**src/design/rtea_pkg.sv**
```systemverilog
// ----------------------------------------------------------------------------
// rtea_pkg: shared types and constants for the RTEA cipher block
// Word and block widths, round counts, register indexes and the round mix.
// ----------------------------------------------------------------------------
`default_nettype none

package rtea_pkg;

  localparam int WORD_W      = 32;
  localparam int BLOCK_W     = 2 * WORD_W;
  localparam int KEY_WORDS   = 8;
  localparam int KEY_IDX_W   = 3;
  localparam int MAX_ROUNDS  = 64;
  localparam int NARROW_ROUNDS = 48;
  localparam int ROUND_W     = 6;
  localparam int MIX_SHL     = 6;
  localparam int MIX_SHR     = 8;
  localparam int CFG_IDX_W   = 3;

  typedef logic [WORD_W-1:0]  word_t;
  typedef logic [BLOCK_W-1:0] block_t;
  typedef logic [ROUND_W-1:0] round_t;
  typedef word_t [KEY_WORDS-1:0] key_arr_t;

  typedef enum logic [CFG_IDX_W-1:0] {
    REG_KEY_01 = 3'd0,
    REG_KEY_23 = 3'd1,
    REG_KEY_45 = 3'd2,
    REG_KEY_67 = 3'd3,
    REG_WIDE   = 3'd4
  } cfg_reg_t;

  typedef enum logic {
    ACT_ENCRYPT = 1'b0,
    ACT_DECRYPT = 1'b1
  } action_t;

  // One pipeline beat as it travels down the row of round cells.
  typedef struct packed {
    logic    valid;
    action_t action;
    word_t   a;
    word_t   b;
  } stage_t;

  function automatic word_t mix(input word_t w);
    mix = (w << MIX_SHL) ^ (w >> MIX_SHR);
  endfunction

endpackage

`default_nettype wire

```
**src/design/rtea_cell.sv**
```systemverilog
// ----------------------------------------------------------------------------
// rtea_cell: one round of the cipher
// Applies the round that falls on this position for the beat's direction and
// the key size, then registers the beat for the next cell.
// ----------------------------------------------------------------------------
`default_nettype none

module rtea_cell
  import rtea_pkg::*;
#(
  parameter int STAGE = 0
) (
  input  wire logic     clk,
  input  wire logic     rst_n,
  input  wire logic     en,
  input  wire logic     wide,
  input  wire key_arr_t key_words,
  input  wire stage_t   beat_in,
  output stage_t        beat_out
);

  localparam round_t R_ENC    = round_t'(STAGE);
  localparam round_t R_DEC_W  = round_t'(MAX_ROUNDS - 1 - STAGE);
  localparam round_t R_DEC_N  = (STAGE < NARROW_ROUNDS) ?
                                round_t'(NARROW_ROUNDS - 1 - STAGE) : '0;
  localparam logic   NARROW_OK = (STAGE < NARROW_ROUNDS);

  stage_t                beat_r, beat_nxt;
  logic                  active;
  round_t                rnd;
  logic [KEY_IDX_W-1:0]  kidx;
  word_t                 src, dst, term, upd;

  always_comb begin
    active = wide | NARROW_OK;
    if (beat_in.action == ACT_DECRYPT) begin
      rnd = wide ? R_DEC_W : R_DEC_N;
    end else begin
      rnd = R_ENC;
    end
    kidx = rnd[KEY_IDX_W-1:0] & {wide, 2'b11};
    // Even rounds update b from a, odd rounds update a from b.
    src  = rnd[0] ? beat_in.b : beat_in.a;
    dst  = rnd[0] ? beat_in.a : beat_in.b;
    term = src + mix(src) + key_words[kidx] + word_t'(rnd);
    upd  = (beat_in.action == ACT_DECRYPT) ? (dst - term) : (dst + term);

    beat_nxt = beat_in;
    if (active) begin
      if (rnd[0]) begin
        beat_nxt.a = upd;
      end else begin
        beat_nxt.b = upd;
      end
    end
  end

  always_ff @(posedge clk) begin
    if (!rst_n) begin
      beat_r.valid <= 1'b0;
    end else if (en) begin
      beat_r.valid <= beat_nxt.valid;
    end
    if (en) begin
      beat_r.action <= beat_nxt.action;
      beat_r.a      <= beat_nxt.a;
      beat_r.b      <= beat_nxt.b;
    end
  end

  assign beat_out = beat_r;

endmodule

`default_nettype wire

```
**config.mk**
```make
export PLATFORM = sky130hd
export DESIGN_NAME = rtea_cell
export DESIGN_NICKNAME = d
export VERILOG_FILES = /design/src/design/rtea_pkg.sv /design/src/design/rtea_cell.sv
export SDC_FILE = /design/constraint.sdc
export NUM_CORES = 1
export LEC_CHECK = 0
export ABC_AREA = 1
export BUFFER_PORTS_ARGS = -buffer_cell sky130_fd_sc_hd__clkbuf_2
export CORE_MARGIN = 3
export CORE_UTILIZATION = 24
export CTS_CLUSTER_SIZE = 40
export DETAILED_ROUTE_END_ITERATION = 7
export HOLD_SLACK_MARGIN = 0.1
export PLACE_DENSITY_LB_ADDON = 0.2
export SYNTH_ARGS = -nofsm -noshare
export SYNTH_HDL_FRONTEND = slang
export SYNTH_SLANG_ARGS = --single-unit
```
**constraint.sdc**
```tcl
create_clock -name clk -period 20.2 [get_ports clk]
set_clock_uncertainty 0.2 [all_clocks]
set_input_delay 6.06 -clock clk [delete_from_list [all_inputs] [get_ports clk]]
set_output_delay 6.06 -clock clk [all_outputs]
set_load 0.01 [all_outputs]
```
==> metrics list <==
- Result of the run: finished, final reports clean
- Of all nets on the critical path, the largest fanout is between 70 and 80.
* Max FFs per register: 66
- Number of max-slew violations in the final report: 0
- The clock drives 66 sinks.
- By instance count, the cell type seen most on the critical path is sky130_fd_sc_hd__nand2_1.
- Clock root cell: sky130_fd_sc_hd__clkbuf_16
- Area of the die: 0.0449 mm²
- Required @ worst endpoint: 20.07 ns
- Proportion of total power due to net switching: 0.545
- Number of vias in the routed layout: ~10000
* Clk Latency, worst-skew pair: 0.33 ns
* MaxCap Viol Count: 0
* Library cell with the largest summed area after synthesis: sky130_fd_sc_hd__nand2_1
- The region available for standard cell placement spans between 0.04 and 0.05 mm².
* Clock share of power: 0.080
- Overall global routing resource usage: 0.162
- Total of hold buffers inserted after clock tree synthesis: 0
* First-pass iteration count of the detailed router: 6
- Leakage power: 6.64 nW
* Routed wire length: roughly 36000 µm
- STA classifies the critical path startpoint as an input pin.
- Summing every instance area after synthesis gives 0.0102 mm².
- In this run, synthesis produced a sequential element count of 66.
* Switch Pwr: 1.03 mW
- In this run the tool buffered the top-level ports with 231 buffer cells.
- For this design the ratio of total power to cell area is 155 mW/mm².
* Library cell contributing the largest single delay on the critical path: sky130_fd_sc_hd__buf_4
* Post-route cell area: 0.0122 mm²
- Die width: 212 µm
- Die height: 212 µm
- Via count of the first global-routing pass: 10200
- The setup path with the least slack is of type in -> reg.
- Across the VDD grid, the largest voltage drop is 0.0594 mV.
- Time the final worst path needs with I/O delays and setup: 13.73 ns
- The design draws ~1.9 mW.
- For this configuration, the core starts out at a cell density of 0.246.
* Sequential group share of total power: 0.138
- Layout Nets: 2243
- Maximum number of pins on one net before global-route repair: 72
- Area share of the largest cell type after synthesis: 0.203
* Area of all sequential standard cells: 0.00197 mm²
- The H-tree was split into 3 levels.
- Number of gates resized after cts: 0
* CTS Buf Count: 9
- Arrival time worst endpoint: 13.60 ns
- Measured against its own limit, the worst slew margin works out to 0.273.
* Layout area overhead: 19.9%
- STA classifies the critical path endpoint as a flop.
* Max Fclk: 72.8 MHz
* Global placement routability congestion: 0.882
- Largest buffer count on any clock path: 2
- Slew at the pin closest to its max-slew limit: roughly 1.1 ns
* Longest individual stage delay on the worst path: 0.57 ns
- The placed instances occupy a cell area of 0.0119 mm².
- Total Neg Setup Slack: 0 ns
- Yosys printed 0 warnings.
* Most frequently used flop master after synthesis: sky130_fd_sc_hd__edfxtp_1
- Post-synthesis area per instance: roughly 6.4 µm²
- I/O pin cnt: 392
- Most frequently used cell type in the post-synthesis netlist: sky130_fd_sc_hd__nand2_1
- Global routing finished with a remaining overflow of 0.
- Footprint of the multi-input gates: 0.00705 mm²
- Most area-consuming cells after synthesis: sky130_fd_sc_hd__nand2_1 20%, sky130_fd_sc_hd__edfxtp_1 19%, sky130_fd_sc_hd__ha_1 11%
- Mapped Nets: 2028
- Clock tree from TritonCTS: yes
- In the routed layout, each cell is associated on average with a via count of 4.50.
- The internal power of the cells totals about 0.86 mW.
- The number of different library cells used by synthesis comes to 46.
- The number of setup buffers added after CTS is 0.
- For this run, the register share of the synthesized area comes to 0.194.
* Violation count after the first detailed-route iteration: 516
* Hold Crit Class: reg -> reg
- Fraction of the cycle the final worst path needs: 0.680
- Setup violations remaining at the end of the flow were counted as 0.
- Initial antenna violation count: 2
- Setup repair after global routing left no endpoint under its margin.
- In the routed design, unresolved DRC markers number 0.
* First-pass GRT wire length: 55900 µm
- By count the netlist is led by 550 x sky130_fd_sc_hd__nand2_1, 264 x sky130_fd_sc_hd__inv_1, 96 x sky130_fd_sc_hd__nand3_1.
- Counting the fill cells in the layout gives 4605.
- Clock input transition at the sequential cells of the worst setup and hold paths: roughly 0.06 ns
- Once detailed placement completed, the half-perimeter wirelength came to 31800 µm.
* Fraction of final layout cells sized beyond drive strength 1: 0.168
* Share of total power in combinational logic: 0.782
- The cell count after synthesis came out at 1576.
- Final Hold Viols: 0
- Dividing the detail-routed wire length by the instance count gives 15.6 µm.
* Number of antenna-violating nets in the routed design: 0
* Number of enable flip-flop cells after synthesis: 65
- For this run, the share of the core covered by cells in the final layout is 0.295.
* Async set-or-reset flop fraction in the synthesized netlist: 0
* Cell row count: 74
==> power groups by stage <==
stage,clock [mW],combinational (mW),sequential (mW)
4_1_cts,0.158,1.49,0.263
2_1_floorplan,0,1.04,0.294
3_3_place_gp,0,1.47,0.265
3_5_place_dp,0,1.48,0.265
6_report,0.152,1.48,0.261
5_1_grt,0.163,1.69,0.267
==> worst paths after layout <==
kind | startpoint | to | slack [ns] | depth (start not counted)
min | beat_out[65] | beat_out[65] | 0.35 | 2
max reg2reg | beat_out[65] | beat_out[65] | 19.34 | 2
max | beat_in[64] | beat_out[57] | 6.47 | 34
min reg2reg | beat_out[65] | beat_out[65] | 0.35 | 2
==> per-layer routing <==
metal  share of wire  GRT usage  up-vias  routed length (µm)
li1                -          -     5462                   -
met1            0.47      0.217     4764               17000
met2            0.48      0.282      220               17400
met3           0.034     0.0135       28                1220
met4           0.019     0.0411        0                 688
met5               0          0        -                   0
==> cells by family (layout without fill, tap and decap cells) <==
logic type               count (synthesis)  count (layout)  share of synthesized area
XOR/XNOR                                65              65                     0.0560
adder cells (fa/ha/maj)                126             126                      0.183
flip-flops                              66              66                      0.194
AND/OR/NAND/NOR                        809             809                      0.333
other                                    0               1                          0
buffers and inverters                  304             522                      0.113
AO/OA/AOI/OAI                          204             204                      0.119
multiplexers                             2               2                    0.00197
==> layout make-up <==
| type | instances | area share |
|---|---|---|
| multi-input cells | 1206 | 0.578 |
| flip-flops and latches | 66 | 0.162 |
| repair buffers | 239 | 0.100 |
| inverters | 269 | 0.0830 |
| well taps | 532 | 0.0546 |
| clock buffers | 9 | 0.0185 |
| clock inverters | 5 | 0.00390 |
| diodes | 1 | 0.000205 |
==> worst max-delay path, delay by kind of cell <==
kind | cells | cell delay, ns
adder cells (fa/ha/maj) | 4 | 1.80
AO/OA/AOI/OAI | 3 | 0.69
XOR/XNOR | 2 | 0.38
buffers and inverters | 7 | 1.76
AND/OR/NAND/NOR | 18 | 2.84
==> placed cells by master (no fill, tap or decap), types with 28 or more instances in the layout <==
cell type,instances
sky130_fd_sc_hd__xor2_1,28
sky130_fd_sc_hd__nand2_1,550
sky130_fd_sc_hd__nand3_1,96
sky130_fd_sc_hd__xnor2_1,37
sky130_fd_sc_hd__inv_1,263
sky130_fd_sc_hd__ha_1,88
sky130_fd_sc_hd__fa_1,38
sky130_fd_sc_hd__a21oi_1,56
sky130_fd_sc_hd__nor2_1,78
sky130_fd_sc_hd__clkbuf_2,229
sky130_fd_sc_hd__o21ai_0,73
sky130_fd_sc_hd__edfxtp_1,65
==> stage by stage <==
stage / worst slack, ns / cells / hold slack (ns)
floorplan: 8.05 / 1576 / 0.355
global placement: 6.15 / 2312 / 0.321
detailed placement: 6.02 / 2312 / 0.327
CTS: 6.41 / 2326 / 0.344
global route: 5.70 / 2327 / 0.387
finish: 6.47 / 2327 / 0.349
Power figures use the tool's default switching activity.
