$ cat src/design/rtea_pkg.sv
// ----------------------------------------------------------------------------
// rtea_pkg: shared types and constants for the RTEA cipher block
// Word and block widths, round counts, register indexes and the round mix.
// ----------------------------------------------------------------------------
`default_nettype none

package rtea_pkg;

  localparam int WORD_W      = 32;
  localparam int BLOCK_W     = 2 * WORD_W;
  localparam int KEY_WORDS   = 8;
  localparam int KEY_IDX_W   = 3;
  localparam int MAX_ROUNDS  = 64;
  localparam int NARROW_ROUNDS = 48;
  localparam int ROUND_W     = 6;
  localparam int MIX_SHL     = 6;
  localparam int MIX_SHR     = 8;
  localparam int CFG_IDX_W   = 3;

  typedef logic [WORD_W-1:0]  word_t;
  typedef logic [BLOCK_W-1:0] block_t;
  typedef logic [ROUND_W-1:0] round_t;
  typedef word_t [KEY_WORDS-1:0] key_arr_t;

  typedef enum logic [CFG_IDX_W-1:0] {
    REG_KEY_01 = 3'd0,
    REG_KEY_23 = 3'd1,
    REG_KEY_45 = 3'd2,
    REG_KEY_67 = 3'd3,
    REG_WIDE   = 3'd4
  } cfg_reg_t;

  typedef enum logic {
    ACT_ENCRYPT = 1'b0,
    ACT_DECRYPT = 1'b1
  } action_t;

  // One pipeline beat as it travels down the row of round cells.
  typedef struct packed {
    logic    valid;
    action_t action;
    word_t   a;
    word_t   b;
  } stage_t;

  function automatic word_t mix(input word_t w);
    mix = (w << MIX_SHL) ^ (w >> MIX_SHR);
  endfunction

endpackage

`default_nettype wire

$ cat src/design/rtea_skid.sv
// ----------------------------------------------------------------------------
// rtea_skid: output register with skid stage
// Holds the finished block for the result channel and catches one more beat
// from the cell row so that the row's enable comes from a register.
// ----------------------------------------------------------------------------
`default_nettype none

module rtea_skid
  import rtea_pkg::*;
(
  input  wire logic   clk,
  input  wire logic   rst_n,
  input  wire stage_t tail,
  input  wire logic   out_tready,
  output logic        out_tvalid,
  output block_t      out_tdata,
  output logic        pipe_en
);

  logic   out_valid_r, out_valid_nxt;
  logic   skid_valid_r, skid_valid_nxt;
  block_t out_data_r, out_data_nxt;
  block_t skid_data_r, skid_data_nxt;
  logic   out_load;

  always_comb begin
    pipe_en        = !skid_valid_r;
    out_load       = !out_valid_r || out_tready;
    out_valid_nxt  = out_valid_r;
    out_data_nxt   = out_data_r;
    skid_valid_nxt = skid_valid_r;
    skid_data_nxt  = skid_data_r;
    if (out_load) begin
      if (skid_valid_r) begin
        out_valid_nxt  = 1'b1;
        out_data_nxt   = skid_data_r;
        skid_valid_nxt = 1'b0;
      end else begin
        out_valid_nxt = tail.valid;
        out_data_nxt  = {tail.a, tail.b};
      end
    end else if (pipe_en && tail.valid) begin
      // The result side is stalled: park the beat leaving the row.
      skid_valid_nxt = 1'b1;
      skid_data_nxt  = {tail.a, tail.b};
    end
  end

  always_ff @(posedge clk) begin
    if (!rst_n) begin
      out_valid_r  <= 1'b0;
      skid_valid_r <= 1'b0;
    end else begin
      out_valid_r  <= out_valid_nxt;
      skid_valid_r <= skid_valid_nxt;
    end
  end

  always_ff @(posedge clk) begin
    out_data_r  <= out_data_nxt;
    skid_data_r <= skid_data_nxt;
  end

  assign out_tvalid = out_valid_r;
  assign out_tdata  = out_data_r;

endmodule

`default_nettype wire

$ cat config.mk
export PLATFORM = sky130hd
export DESIGN_NAME = rtea_skid
export DESIGN_NICKNAME = d
export VERILOG_FILES = /design/src/design/rtea_pkg.sv /design/src/design/rtea_skid.sv
export SDC_FILE = /design/constraint.sdc
export NUM_CORES = 1
export LEC_CHECK = 0
export ABC_AREA = 1
export BUFFER_PORTS_ARGS = -buffer_cell sky130_fd_sc_hd__buf_2
export CELL_PAD_IN_SITES_DETAIL_PLACEMENT = 0
export CELL_PAD_IN_SITES_GLOBAL_PLACEMENT = 1
export CORE_MARGIN = 1.5
export CORE_UTILIZATION = 41
export CTS_CLUSTER_DIAMETER = 50
export DETAILED_ROUTE_END_ITERATION = 7
export GPL_TIMING_DRIVEN = 0
export PLACE_DENSITY = 0.76
export SYNTH_ARGS = -nofsm -noshare
export SYNTH_HDL_FRONTEND = slang
export SYNTH_SLANG_ARGS = --single-unit
$ cat constraint.sdc
create_clock -name clk -period 6.9 [get_ports clk]
set_clock_uncertainty 0.05 [all_clocks]
set_input_delay 0.69 -clock clk [delete_from_list [all_inputs] [get_ports clk]]
set_output_delay 0.69 -clock clk [all_outputs]
set_load 0.05 [all_outputs]
==> reports/qor.csv, run 1 <==
stage,metric,value,unit
sta,timing.final.crit_period,2420,ps
clocking,clockRootBuffer,clkbuf_16,
setup_path,r2r_startpoint,out_tvalid$_SDFFE_PN0P_,
placement,place_area,0.00563,mm^2
cells_and_area,fill_cells,979,
yosys,synth_top_family_by_area,simple AND/OR/NAND/NOR gates,
sta,achievable_freq,0.412,GHz
setup_path,crit_family,simple AND/OR/NAND/NOR gates,
setup_path,critical_path_arrival,2460,ps
yosys,number_of_nets_in_the_synthesized_netlist,415,
floorplan,placementRows,39,
yosys,synth_simple_gate_area_share,0.158,
global_routing,grt_max_degree,66,
cells_and_area,design.final.nets,569,
global_routing,first_global_vias,2879,
pwr,vdd.ir_drop.worst,0.191,mV
worst_hold_path,hp-class,in2reg,
clocking,cts_made_buffers,17,
setup_path,reg2reg_depth,3,
setup_path,worstPathBufferInverterCount,3,
routing,drtIter0Drc,145,
sta,timing_hold_violations_final,0,
clocking,cts.hold.buffers_added,0,
cells_and_area,final_cell_mix,"nand2_1, buf_2, edfxtp_1, clkbuf_16",
clocking,postCtsSetupBuffers,0,
placement,replace_congestion,0.677,
floorplan,initial_core_utilization,0.417,
yosys,synth.largest_area_cell,edfxtp_1,
floorplan,floorplan.die.width,110,um
cells_and_area,mostFrequentLayoutCell,nand2_1,
placement,dp.cells,624,
floorplan,area_of_the_core_region,0.0113,mm^2
setup_path,max_stage_delay,750,ps
clocking,clock_tree.htree_level_count,4,
yosys,synth_top_cell_area_share,0.813,
clocking,cts.path.max_buffers,2,
cells_and_area,syn_to_final_growth,30.8,%
routing,drt_wl_total,9520,um
cells_and_area,layout.cell_area.non_filler,0.00618,mm^2
worst_hold_path,worstHoldPathCells,1,
sta,total_negative_slack_for_setup_checks,0,ps
setup_path,slowest_stage_cell_cp,nor2_4,
clocking,clk_pin_slew_worst_paths,60,ps
setup_path,timing_worst_setup_path_type,in2reg,
yosys,synth.avg_cell_area,13.7,um^2
sta,final_max_slew_viol_count,0,
yosys,leading_post_synthesis_cells_by_cell_area,"edfxtp_1, nand2_1, buf_2",
clocking,clk_latency,400,ps
yosys,share_of_the_synthesized_area_in_compound_gates_ao_oa_aoi_oai,0.00106,
pwr,pleak,2.70,nW
run_status,result_of_the_run,"finished, final reports clean",
routing,drtAntennaViolNets,0,
pwr,fin_total_pwr,1.99,mW
yosys,synthAdderAreaFrac,0,
sta,tightestPinTransition,938,ps
cells_and_area,antenna_cells,0,
clocking,ctsResizeCount,0,
worst_hold_path,min_delay_worst_endpoint,skid_data_r[60]$_DFFE_PP_,
sta,fin_crit_sh,0.351,
floorplan,die-area,0.0122,mm^2
placement,io_buffer_count,133,
setup_path,timing.critical_path.to_type,flop,
setup_path,endpoint_of_the_worst_register_to_register_path,skid_data_r[42]$_DFFE_PP_,
yosys,postSynthCellCount,346,
routing,route.detailed.drc,0,
global_routing,wire_length_of_the_first_global_routing_pass,14800,um
yosys,synth-xor-area-share,0,
yosys,synthesis_warning_total,0,
yosys,yosys-mux-area-fraction,0,
setup_path,setup_slack_reg_to_reg,4560,ps
setup_path,cp_max_fo,65,
floorplan,floorplan.die.height,110,um
yosys,synth-seq-cells,130,
sta,worst_hold_slack,428,ps
clocking,clock_sink_count,130,
setup_path,crit_path_cell_trace,buf_2 > inv_1 > nand2_4 > nor2_4 > buf_12,
global_routing,grt_antenna_before_repair,0,
yosys,yosysSeqAreaShare,0.822,
global_routing,track_usage,0.168,
setup_path,worstPathRequired,6940,ps
cells_and_area,post_route_cells_drive_above_1_share,0.345,
clocking,cts_tree,done,
global_routing,overflow,0,
sta,relSlewSlack,0.375,
setup_path,setup.worst_path.start_class,input port,
sta,final-setup-viol-count,0,
run,max_cap_violations,0,
routing,via_count,3014,
cells_and_area,final-instance-count-excl-fill,656,
routing,routed_wire_length_per_instance,14.5,um
worst_hold_path,min_from,tail[60],
sta,rsz_0062_raised_after_global_routing,no,
pwr,pwr_density_cell,321,mW/mm^2
floorplan,io_pins,135,
routing,vias_per_cell,4.59,
routing,detail_route.first_pass.iterations,4,
yosys,netlist_cell_types,11,
placement,hpwlAfterDp,6090,um
yosys,post_synth_instance_area,0.00473,mm^2
==> sequential cells by signal, summed over array words and instances (netlist names) <==
signal / flops
skid_data_r: 64
out_tvalid: 1
out_tdata: 64
skid_valid_r: 1
==> routing by layer <==
layer / track usage / part of all wire / vias up
met5: 0 / 0 / -
met4: 0.0687 / 0.012 / 0
met3: 0.0705 / 0.082 / 10
met2: 0.245 / 0.46 / 112
met1: 0.222 / 0.44 / 1411
li1: - / - / 1481
==> worst register-to-register path, stage by stage (launching register included) <==
cell	delay (ps)
dfxtp_1	400
nand2_4	510
nor2_4	760
buf_12	290
==> kinds of logic (layout without fill, tap and decap cells) <==
| family | count (synthesis) | in the layout |
|---|---|---|
| buffers and inverters | 16 | 183 |
| flip-flops | 130 | 130 |
| AO/OA/AOI/OAI | 1 | 1 |
| AND/OR/NAND/NOR | 199 | 199 |
==> cell usage after synthesis (all sizes together) <==
master  number
inv          2
buf         13
nand3        1
o21ai        1
dfxtp        2
edfxtp     128
nor2         3
nand2      195
clkbuf       1
==> report_power, final <==
part | switching [mW] | total [mW] | leakage [nW] | internal, mW
Combinational | 0.173 | 0.222 | 1.18 | 0.0489
Clock | 0.313 | 0.835 | 0.263 | 0.522
Sequential | 0.0105 | 0.930 | 1.26 | 0.919
==> stage by stage <==
| step | worst slack, ps | utilization |
|---|---|---|
| floorplan | 1290 | - |
| global route | 4310 | 0.546 |
| CTS | 4400 | 0.546 |
| detailed placement | 3980 | 0.498 |
| global placement | -1320 | 0.492 |
| finish | 4480 | 0.546 |
==> worst max-delay path by stage <==
stage                                  startpoint                         to  cells after the start
after CTS                              out_tready  skid_data_r[22]$_DFFE_PP_                      5
final                                  out_tready  skid_data_r[42]$_DFFE_PP_                      5
after floorplan           out_tvalid$_SDFFE_PN0P_   skid_data_r[0]$_DFFE_PP_                      2
after global placement                 out_tready  skid_data_r[12]$_DFFE_PP_                      4
after global routing                   out_tready  skid_data_r[25]$_DFFE_PP_                      5
after detailed placement               out_tready  skid_data_r[13]$_DFFE_PP_                      5
==> cell type report <==
| type | count | area (um^2) | share of cell area |
|---|---|---|---|
| Multi-Input combinational cell | 200 | 768 | 0.124 |
| Clock buffer | 18 | 429 | 0.0694 |
| Tap cell | 143 | 179 | 0.0289 |
| Clock inverter | 14 | 121 | 0.0196 |
| Sequential cell | 130 | 3880 | 0.628 |
| Timing Repair Buffer | 135 | 713 | 0.115 |
| Inverter | 2 | 7.51 | 0.00121 |
| Buffer | 14 | 81.3 | 0.0132 |
Power figures use the tool's default switching activity.
==> run 2, diff against run 1 <==
--- a/config.mk
+++ b/config.mk
@@ -5,16 +5,16 @@
 export SDC_FILE = /design/constraint.sdc
 export NUM_CORES = 1
 export LEC_CHECK = 0
-export ABC_AREA = 1
+export ABC_AREA = 0
 export BUFFER_PORTS_ARGS = -buffer_cell sky130_fd_sc_hd__buf_2
 export CELL_PAD_IN_SITES_DETAIL_PLACEMENT = 0
 export CELL_PAD_IN_SITES_GLOBAL_PLACEMENT = 1
 export CORE_MARGIN = 1.5
-export CORE_UTILIZATION = 41
+export CORE_UTILIZATION = 43
 export CTS_CLUSTER_DIAMETER = 50
 export DETAILED_ROUTE_END_ITERATION = 7
 export GPL_TIMING_DRIVEN = 0
-export PLACE_DENSITY = 0.76
+export PLACE_DENSITY = 0.75
 export SYNTH_ARGS = -nofsm -noshare
 export SYNTH_HDL_FRONTEND = slang
 export SYNTH_SLANG_ARGS = --single-unit
==> constraint.sdc (replaced) <==
create_clock -name clk -period 2.5 [get_ports clk]
set_clock_uncertainty 0.05 [all_clocks]
set_input_delay 0.25 -clock clk [delete_from_list [all_inputs] [get_ports clk]]
set_output_delay 0.25 -clock clk [all_outputs]
set_load 0.05 [all_outputs]
==> reports/qor.csv, run 2 <==
stage,metric,value,unit,change
run_status,result_of_the_run,"finished, final reports clean",,
cells_and_area,design.final.nets,502,,-12%
yosys,synth-xor-area-share,0,,unchanged
clocking,clockRootBuffer,clkbuf_8,,
pwr,pleak,2.67,nW,-1.2%
clocking,clk_latency,510,ps,+110 ps
worst_hold_path,min_from,tail[65],,
sta,worst_hold_slack,35.7,ps,-392 ps
global_routing,overflow,0,,unchanged
routing,drtIter0Drc,92,,-37%
yosys,synth_simple_gate_area_share,0.00639,,-0.152
yosys,yosysSeqAreaShare,0.826,,+0.00416
floorplan,die-area,0.0116,mm^2,-5.0%
yosys,synthesis_warning_total,0,,unchanged
setup_path,timing_worst_setup_path_type,reg2reg,,
cells_and_area,antenna_cells,0,,unchanged
floorplan,floorplan.die.width,108,um,-2.5%
clocking,cts_made_buffers,17,,unchanged
placement,dp_slack,-190,ps,-4170 ps
global_routing,first_global_vias,2807,,-2.5%
floorplan,area_of_the_core_region,0.0105,mm^2,-7.6%
yosys,synth.largest_area_cell,edfxtp_1,,
routing,route.detailed.drc,0,,unchanged
sta,rsz_0062_raised_after_global_routing,no,,
global_routing,track_usage,0.167,,-0.000640
pwr,pwr_density_cell,801,mW/mm^2,+150%
yosys,postSynth.asyncResetShare,0,,unchanged
sta,achievable_freq,0.492,GHz,
sta,total_negative_slack_for_setup_checks,0,ps,unchanged
routing,routed_wire_length_per_instance,15.6,um,+7.2%
worst_hold_path,worstHoldPathCells,3,,+2
clocking,cts_tree,done,,
placement,io_buffer_count,133,,unchanged
routing,drt_wl_total,9050,um,-4.9%
yosys,post_synth_instance_area,0.00470,mm^2,-0.50%
clocking,clock_tree.htree_level_count,4,,unchanged
pwr,fin_total_pwr,5.51,mW,+180%
clocking,clk_pin_slew_worst_paths,60,ps,about the same
cells_and_area,final_cell_mix,"buf_2, edfxtp_1, dlygate4sd3_1, mux2_2, clkbuf_16",,
cells_and_area,mostFrequentLayoutCell,buf_2,,
sta,timing_hold_violations_final,0,,unchanged
sta,timing.final.ws_setup,470,ps,-4010 ps
sta,relSlewSlack,0.350,,-0.0249
setup_path,reg2reg_depth,4,,+1
floorplan,io_pins,135,,unchanged
yosys,synthAdderAreaFrac,0,,unchanged
floorplan,placementRows,37,,-5.1%
placement,place_area,0.00562,mm^2,-0.22%
yosys,netlist_cell_types,12,,+1
setup_path,cp_max_fo,67,,+3.1%
yosys,synth_top_cell_area_share,0.817,,+0.00411
yosys,netlist_top_cells_count,"edfxtp_1, mux2_2, buf_2, buf_6, dfxtp_1",,
clocking,cts.path.max_buffers,2,,unchanged
cells_and_area,syn_to_final_growth,46.2,%,
yosys,synth_top_family_by_area,multiplexers,,
yosys,synth-seq-cells,130,,unchanged
setup_path,r2r_startpoint,out_tvalid$_SDFFE_PN0P_,,
setup_path,worstPathRequired,2660,ps,-4280 ps
placement,hpwlAfterDp,5360,um,-12%
yosys,leading_post_synthesis_cells_by_cell_area,"edfxtp_1, mux2_2, dfxtp_1",,
yosys,synth_ff_type,edfxtp_1,,
global_routing,wire_length_of_the_first_global_routing_pass,14400,um,-3.0%
routing,detail_route.first_pass.iterations,4,,unchanged
yosys,synth.avg_cell_area,22.7,um^2,+66%
run,max_cap_violations,0,,unchanged
placement,replace_congestion,0.704,,+4.1%
yosys,synth_enable_flop_cells,128,,unchanged
floorplan,initial_core_utilization,0.449,,+0.0320
yosys,synth.most_common_cell,edfxtp_1,,
worst_hold_path,hp-class,in2reg,,
routing,drtAntennaViolNets,0,,unchanged
yosys,share_of_the_synthesized_area_in_compound_gates_ao_oa_aoi_oai,0.00160,,+0.000538
sta,final-setup-viol-count,0,,unchanged
routing,via_count,2716,,-9.9%
setup_path,critical_path_arrival,2190,ps,-270 ps
global_routing,grt_max_degree,68,,+3.0%
yosys,number_of_nets_in_the_synthesized_netlist,276,,-33%
sta,tightestPinTransition,975,ps,+37.4 ps
global_routing,grt_antenna_before_repair,0,,unchanged
sta,final_max_slew_viol_count,0,,unchanged
yosys,yosys-mux-area-fraction,0.153,,+0.153
setup_path,timing.critical_path.from,out_tvalid$_SDFFE_PN0P_,,
routing,vias_per_cell,4.67,,+1.6%
cells_and_area,post_route_cells_drive_above_1_share,0.554,,+0.209
yosys,postSynthCellCount,207,,-40%
setup_path,timing.critical_path.to_type,flop,,
pwr,vdd.ir_drop.worst,0.364,mV,+91%
cells_and_area,layout.cell_area.non_filler,0.00687,mm^2,+11%
floorplan,floorplan.die.height,108,um,-2.5%
setup_path,setup.worst_path.start_class,flop,,
sta,fin_crit_sh,0.812,,
sta,timing.final.crit_period,2030,ps,
clocking,clock_sink_count,130,,unchanged
==> run 2: cell types whose count changed after synthesis, moves of 2 or more <==
cell	previous run	this run
nand2_1	195	0
mux2_2	0	64
buf_2	8	3
buf_4	5	1
buf_6	0	3
nor2_1	3	1
==> run 2: kinds of logic after synthesis <==
family | after synthesis
AOI/OAI and AO/OA | 1
DFF | 130
and+or+nand+nor | 4
muxes | 64
buffers and inverters | 8
==> run 2: worst max-delay path, cell delays in order (launching register included) <==
cell,delay (ps)
dfxtp_4,360
nand2b_4,500
nor3b_4,440
buf_8,200
buf_8,170
==> run 2: worst paths after layout <==
check	endpoint	slack [ps]
setup reg to reg	skid_data_r[51]$_DFFE_PP_	470
setup / recovery	skid_data_r[51]$_DFFE_PP_	470
hold reg to reg	out_tdata[40]$_DFFE_PP_	490
hold / removal	skid_valid_r$_SDFFE_PP0P_	40
==> run 2: cell type report <==
class,instances,area [um^2]
Fill cell,777,3590
Multi-Input combinational cell,69,777
Tap cell,136,170
Clock buffer,17,414
Sequential cell,130,3890
Buffer,7,56.3
Timing Repair Buffer,207,1420
Inverter,1,3.75
Clock inverter,15,148
==> run 2: where the power goes <==
group	internal [mW]	total (mW)	switching (mW)	leakage [nW]
logic	0.223	0.646	0.423	1.14
clock network	1.34	2.31	0.971	0.270
registers	2.52	2.55	0.0265	1.26
total	4.09	5.51	1.42	2.67
==> run 2: routing by layer <==
| layer | wire length [um] | vias to the layer above | track usage |
|---|---|---|---|
| met2 | 4440 | 92 | 0.268 |
| met1 | 3900 | 1325 | 0.211 |
| met5 | 0 | - | 0 |
| met4 | 114 | 0 | 0.0677 |
| li1 | - | 1288 | - |
| met3 | 598 | 11 | 0.0539 |
==> run 2: per-stage QoR <==
stage                     std cells   util
after CTS                       582  0.657
after detailed placement        480  0.537
final                           582  0.657
after floorplan                 207      -
after global routing            582  0.657
after global placement          476  0.531
==> run 2: what timing repair did <==
item / in CTS / in global routing
setup endpoints to repair: 13 / 0
hold buffers: 66 / 0
gates resized for setup: 0 / 0
setup buffers: 4 / 0
hold endpoints to repair: 112 / 0
==> run 3, diff against run 2 <==
--- a/config.mk
+++ b/config.mk
@@ -10,11 +10,11 @@
 export CELL_PAD_IN_SITES_DETAIL_PLACEMENT = 0
 export CELL_PAD_IN_SITES_GLOBAL_PLACEMENT = 1
 export CORE_MARGIN = 1.5
-export CORE_UTILIZATION = 43
+export CORE_UTILIZATION = 39
 export CTS_CLUSTER_DIAMETER = 50
 export DETAILED_ROUTE_END_ITERATION = 7
 export GPL_TIMING_DRIVEN = 0
-export PLACE_DENSITY = 0.75
+export PLACE_DENSITY = 0.72
 export SYNTH_ARGS = -nofsm -noshare
 export SYNTH_HDL_FRONTEND = slang
 export SYNTH_SLANG_ARGS = --single-unit
==> constraint.sdc (replaced) <==
create_clock -name clk -period 1.8 [get_ports clk]
set_clock_uncertainty 0.05 [all_clocks]
set_input_delay 0.18 -clock clk [delete_from_list [all_inputs] [get_ports clk]]
set_output_delay 0.18 -clock clk [all_outputs]
set_load 0.05 [all_outputs]
==> reports/qor.csv, run 3 (synthesized netlist as in run 2, its figures left out) <==
stage,metric,value,unit,change
placement,hpwlAfterDp,5530,um,+3.1%
clocking,clock_sink_count,130,,unchanged
placement,replace_congestion,0.691,,-1.9%
global_routing,wire_length_of_the_first_global_routing_pass,14800,um,+2.8%
cells_and_area,design.final.nets,501,,-0.20%
routing,routed_wire_length_per_instance,16.1,um,+3.5%
placement,dp_slack,-849,ps,-659 ps
clocking,clk_latency,400,ps,-110 ps
sta,timing.final.crit_period,1700,ps,-333 ps
setup_path,worstPathRequired,1860,ps,-800 ps
floorplan,die-area,0.0127,mm^2,+10%
run_status,result_of_the_run,"finished, final reports clean",,
setup_path,worstPathBufferInverterCount,3,,+1
worst_hold_path,min_from,tail[65],,
routing,via_count,2739,,+0.85%
global_routing,overflow,0,,unchanged
routing,drtAntennaViolNets,0,,unchanged
routing,drtIter0Drc,147,,+60%
setup_path,worst_path_most_repeated_cell,buf_16,,
pwr,pleak,2.65,nW,-0.90%
floorplan,floorplan.die.height,113,um,+4.9%
cells_and_area,fill_cells,898,,+16%
setup_path,max_stage_delay,400,ps,-100 ps
setup_path,critical_path_arrival,1760,ps,-430 ps
setup_path,setup.worst_path.start_class,flop,,
sta,fin_crit_sh,0.943,,+0.131
sta,timing_hold_violations_final,0,,unchanged
pwr,vdd.ir_drop.worst,0.578,mV,+59%
setup_path,r2r_startpoint,out_tvalid$_SDFFE_PN0P_,,
setup_path,timing_worst_setup_path_type,reg2reg,,
setup_path,timing.critical_path.from,out_tvalid$_SDFFE_PN0P_,,
cells_and_area,antenna_cells,0,,unchanged
setup_path,timing.critical_path.to_type,flop,,
sta,tightestPinTransition,915,ps,-59.8 ps
setup_path,worst-path-stages,5,,+1
setup_path,slowest_stage_cell_cp,dfxtp_4,,
floorplan,initial_core_utilization,0.407,,-0.0428
cells_and_area,final_cell_mix,"buf_2, edfxtp_1, dlygate4sd3_1, mux2_2, clkbuf_16",,
sta,final-setup-viol-count,0,,unchanged
global_routing,grt_max_degree,34,,-50%
sta,relSlewSlack,0.390,,+0.0399
sta,timing.final.ws_setup,102,ps,-367 ps
sta,final_max_slew_viol_count,0,,unchanged
routing,drt_wl_total,9420,um,+4.0%
floorplan,io_pins,135,,unchanged
clocking,clock_tree.htree_level_count,4,,unchanged
global_routing,first_global_vias,2903,,+3.4%
floorplan,area_of_the_core_region,0.0116,mm^2,+11%
placement,io_buffer_count,133,,unchanged
setup_path,crit_family,simple AND/OR/NAND/NOR gates,,
setup_path,cp_max_fo,17,,-75%
setup_path,endpoint_of_the_worst_register_to_register_path,skid_data_r[38]$_DFFE_PP_,,
global_routing,track_usage,0.157,,-0.0104
global_routing,grt_antenna_before_repair,0,,unchanged
run,max_cap_violations,0,,unchanged
cells_and_area,post_route_cells_drive_above_1_share,0.536,,-0.0176
clocking,clk_pin_slew_worst_paths,50,ps,about the same
sta,achievable_freq,0.589,GHz,+20%
clocking,clockRootBuffer,clkbuf_16,,
floorplan,placementRows,39,,+5.4%
clocking,cts_made_buffers,17,,unchanged
cells_and_area,syn_to_final_growth,45.8,%,
routing,detail_route.first_pass.iterations,4,,unchanged
pwr,pwr_density_cell,1080,mW/mm^2,+35%
cells_and_area,mostFrequentLayoutCell,buf_2,,
sta,rsz_0062_raised_after_global_routing,no,,
setup_path,crit_path_end,skid_data_r[38]$_DFFE_PP_,,
cells_and_area,post-route-util,0.593,,-0.0640
worst_hold_path,hp-class,in2reg,,
setup_path,reg2reg_depth,5,,+1
clocking,cts.path.max_buffers,2,,unchanged
clocking,cts_tree,done,,
setup_path,setup_slack_reg_to_reg,100,ps,-370 ps
pwr,fin_total_pwr,7.41,mW,+34%
sta,worst_hold_slack,50.0,ps,+14.3 ps
routing,vias_per_cell,4.68,,+0.33%
floorplan,floorplan.die.width,113,um,+4.9%
setup_path,crit_path_cell_trace,nand2b_4 > nor3b_4 > buf_8 > buf_16 > buf_16,,
routing,route.detailed.drc,0,,unchanged
## run 3: worst register-to-register path: cells and delay by family, from the launching register on
family,cells,cell delay (ps)
buf+inv,3,460
flops,1,400
simple gates,2,490
## run 3: stage by stage
| stage | area [um^2] | TNS, ps | std cells |
|---|---|---|---|
| floorplan | 4720 | -84120 | 207 |
| CTS | 6850 | 0 | 585 |
| global route | 6860 | 0 | 585 |
| finish | 6860 | 0 | 585 |
| detailed placement | 5670 | -38830 | 487 |
| global placement | 5570 | -157080 | 483 |
## run 3: power breakdown
group / switching (mW) / total, mW / internal (mW)
logic: 0.593 / 0.907 / 0.314
registers: 0.0389 / 3.54 / 3.50
clock network: 1.13 / 2.96 / 1.83
total: 1.76 / 7.41 / 5.64
## run 3: worst min-delay path by stage
stage,to,slack [ps],cells after the start
after detailed placement,skid_data_r[24]$_DFFE_PP_,320,1
after CTS,out_tvalid$_SDFFE_PN0P_,20,3
after global routing,out_tvalid$_SDFFE_PN0P_,50,3
after floorplan,skid_data_r[0]$_DFFE_PP_,230,0
final,out_tvalid$_SDFFE_PN0P_,50,3
after global placement,skid_data_r[33]$_DFFE_PP_,320,1
## run 3: cell type report
| cell class | instances | area, um^2 | area share |
|---|---|---|---|
| Clock buffer | 18 | 429 | 0.0626 |
| Clock inverter | 11 | 73.8 | 0.0108 |
| Timing Repair Buffer | 204 | 1430 | 0.208 |
| Sequential cell | 130 | 3890 | 0.567 |
| Multi-Input combinational cell | 71 | 795 | 0.116 |
| Tap cell | 143 | 179 | 0.0261 |
| Buffer | 7 | 60.1 | 0.00876 |
| Inverter | 1 | 3.75 | 0.000547 |
## run 3: timing repair
item	CTS	global route
setup buffers	2	0
hold endpoints to repair	66	0
cloned	2	0
hold buffers	65	0
pin swaps	1	0
resized for setup	0	1
endpoints found under the setup margin	64	18
## run 3: metal layers
metal	vias to the layer above	part of all wire	track usage
met5	-	0	0
met4	0	0.012	0.0591
met3	12	0.060	0.0637
met2	96	0.48	0.252
met1	1347	0.45	0.192
li1	1284	-	-
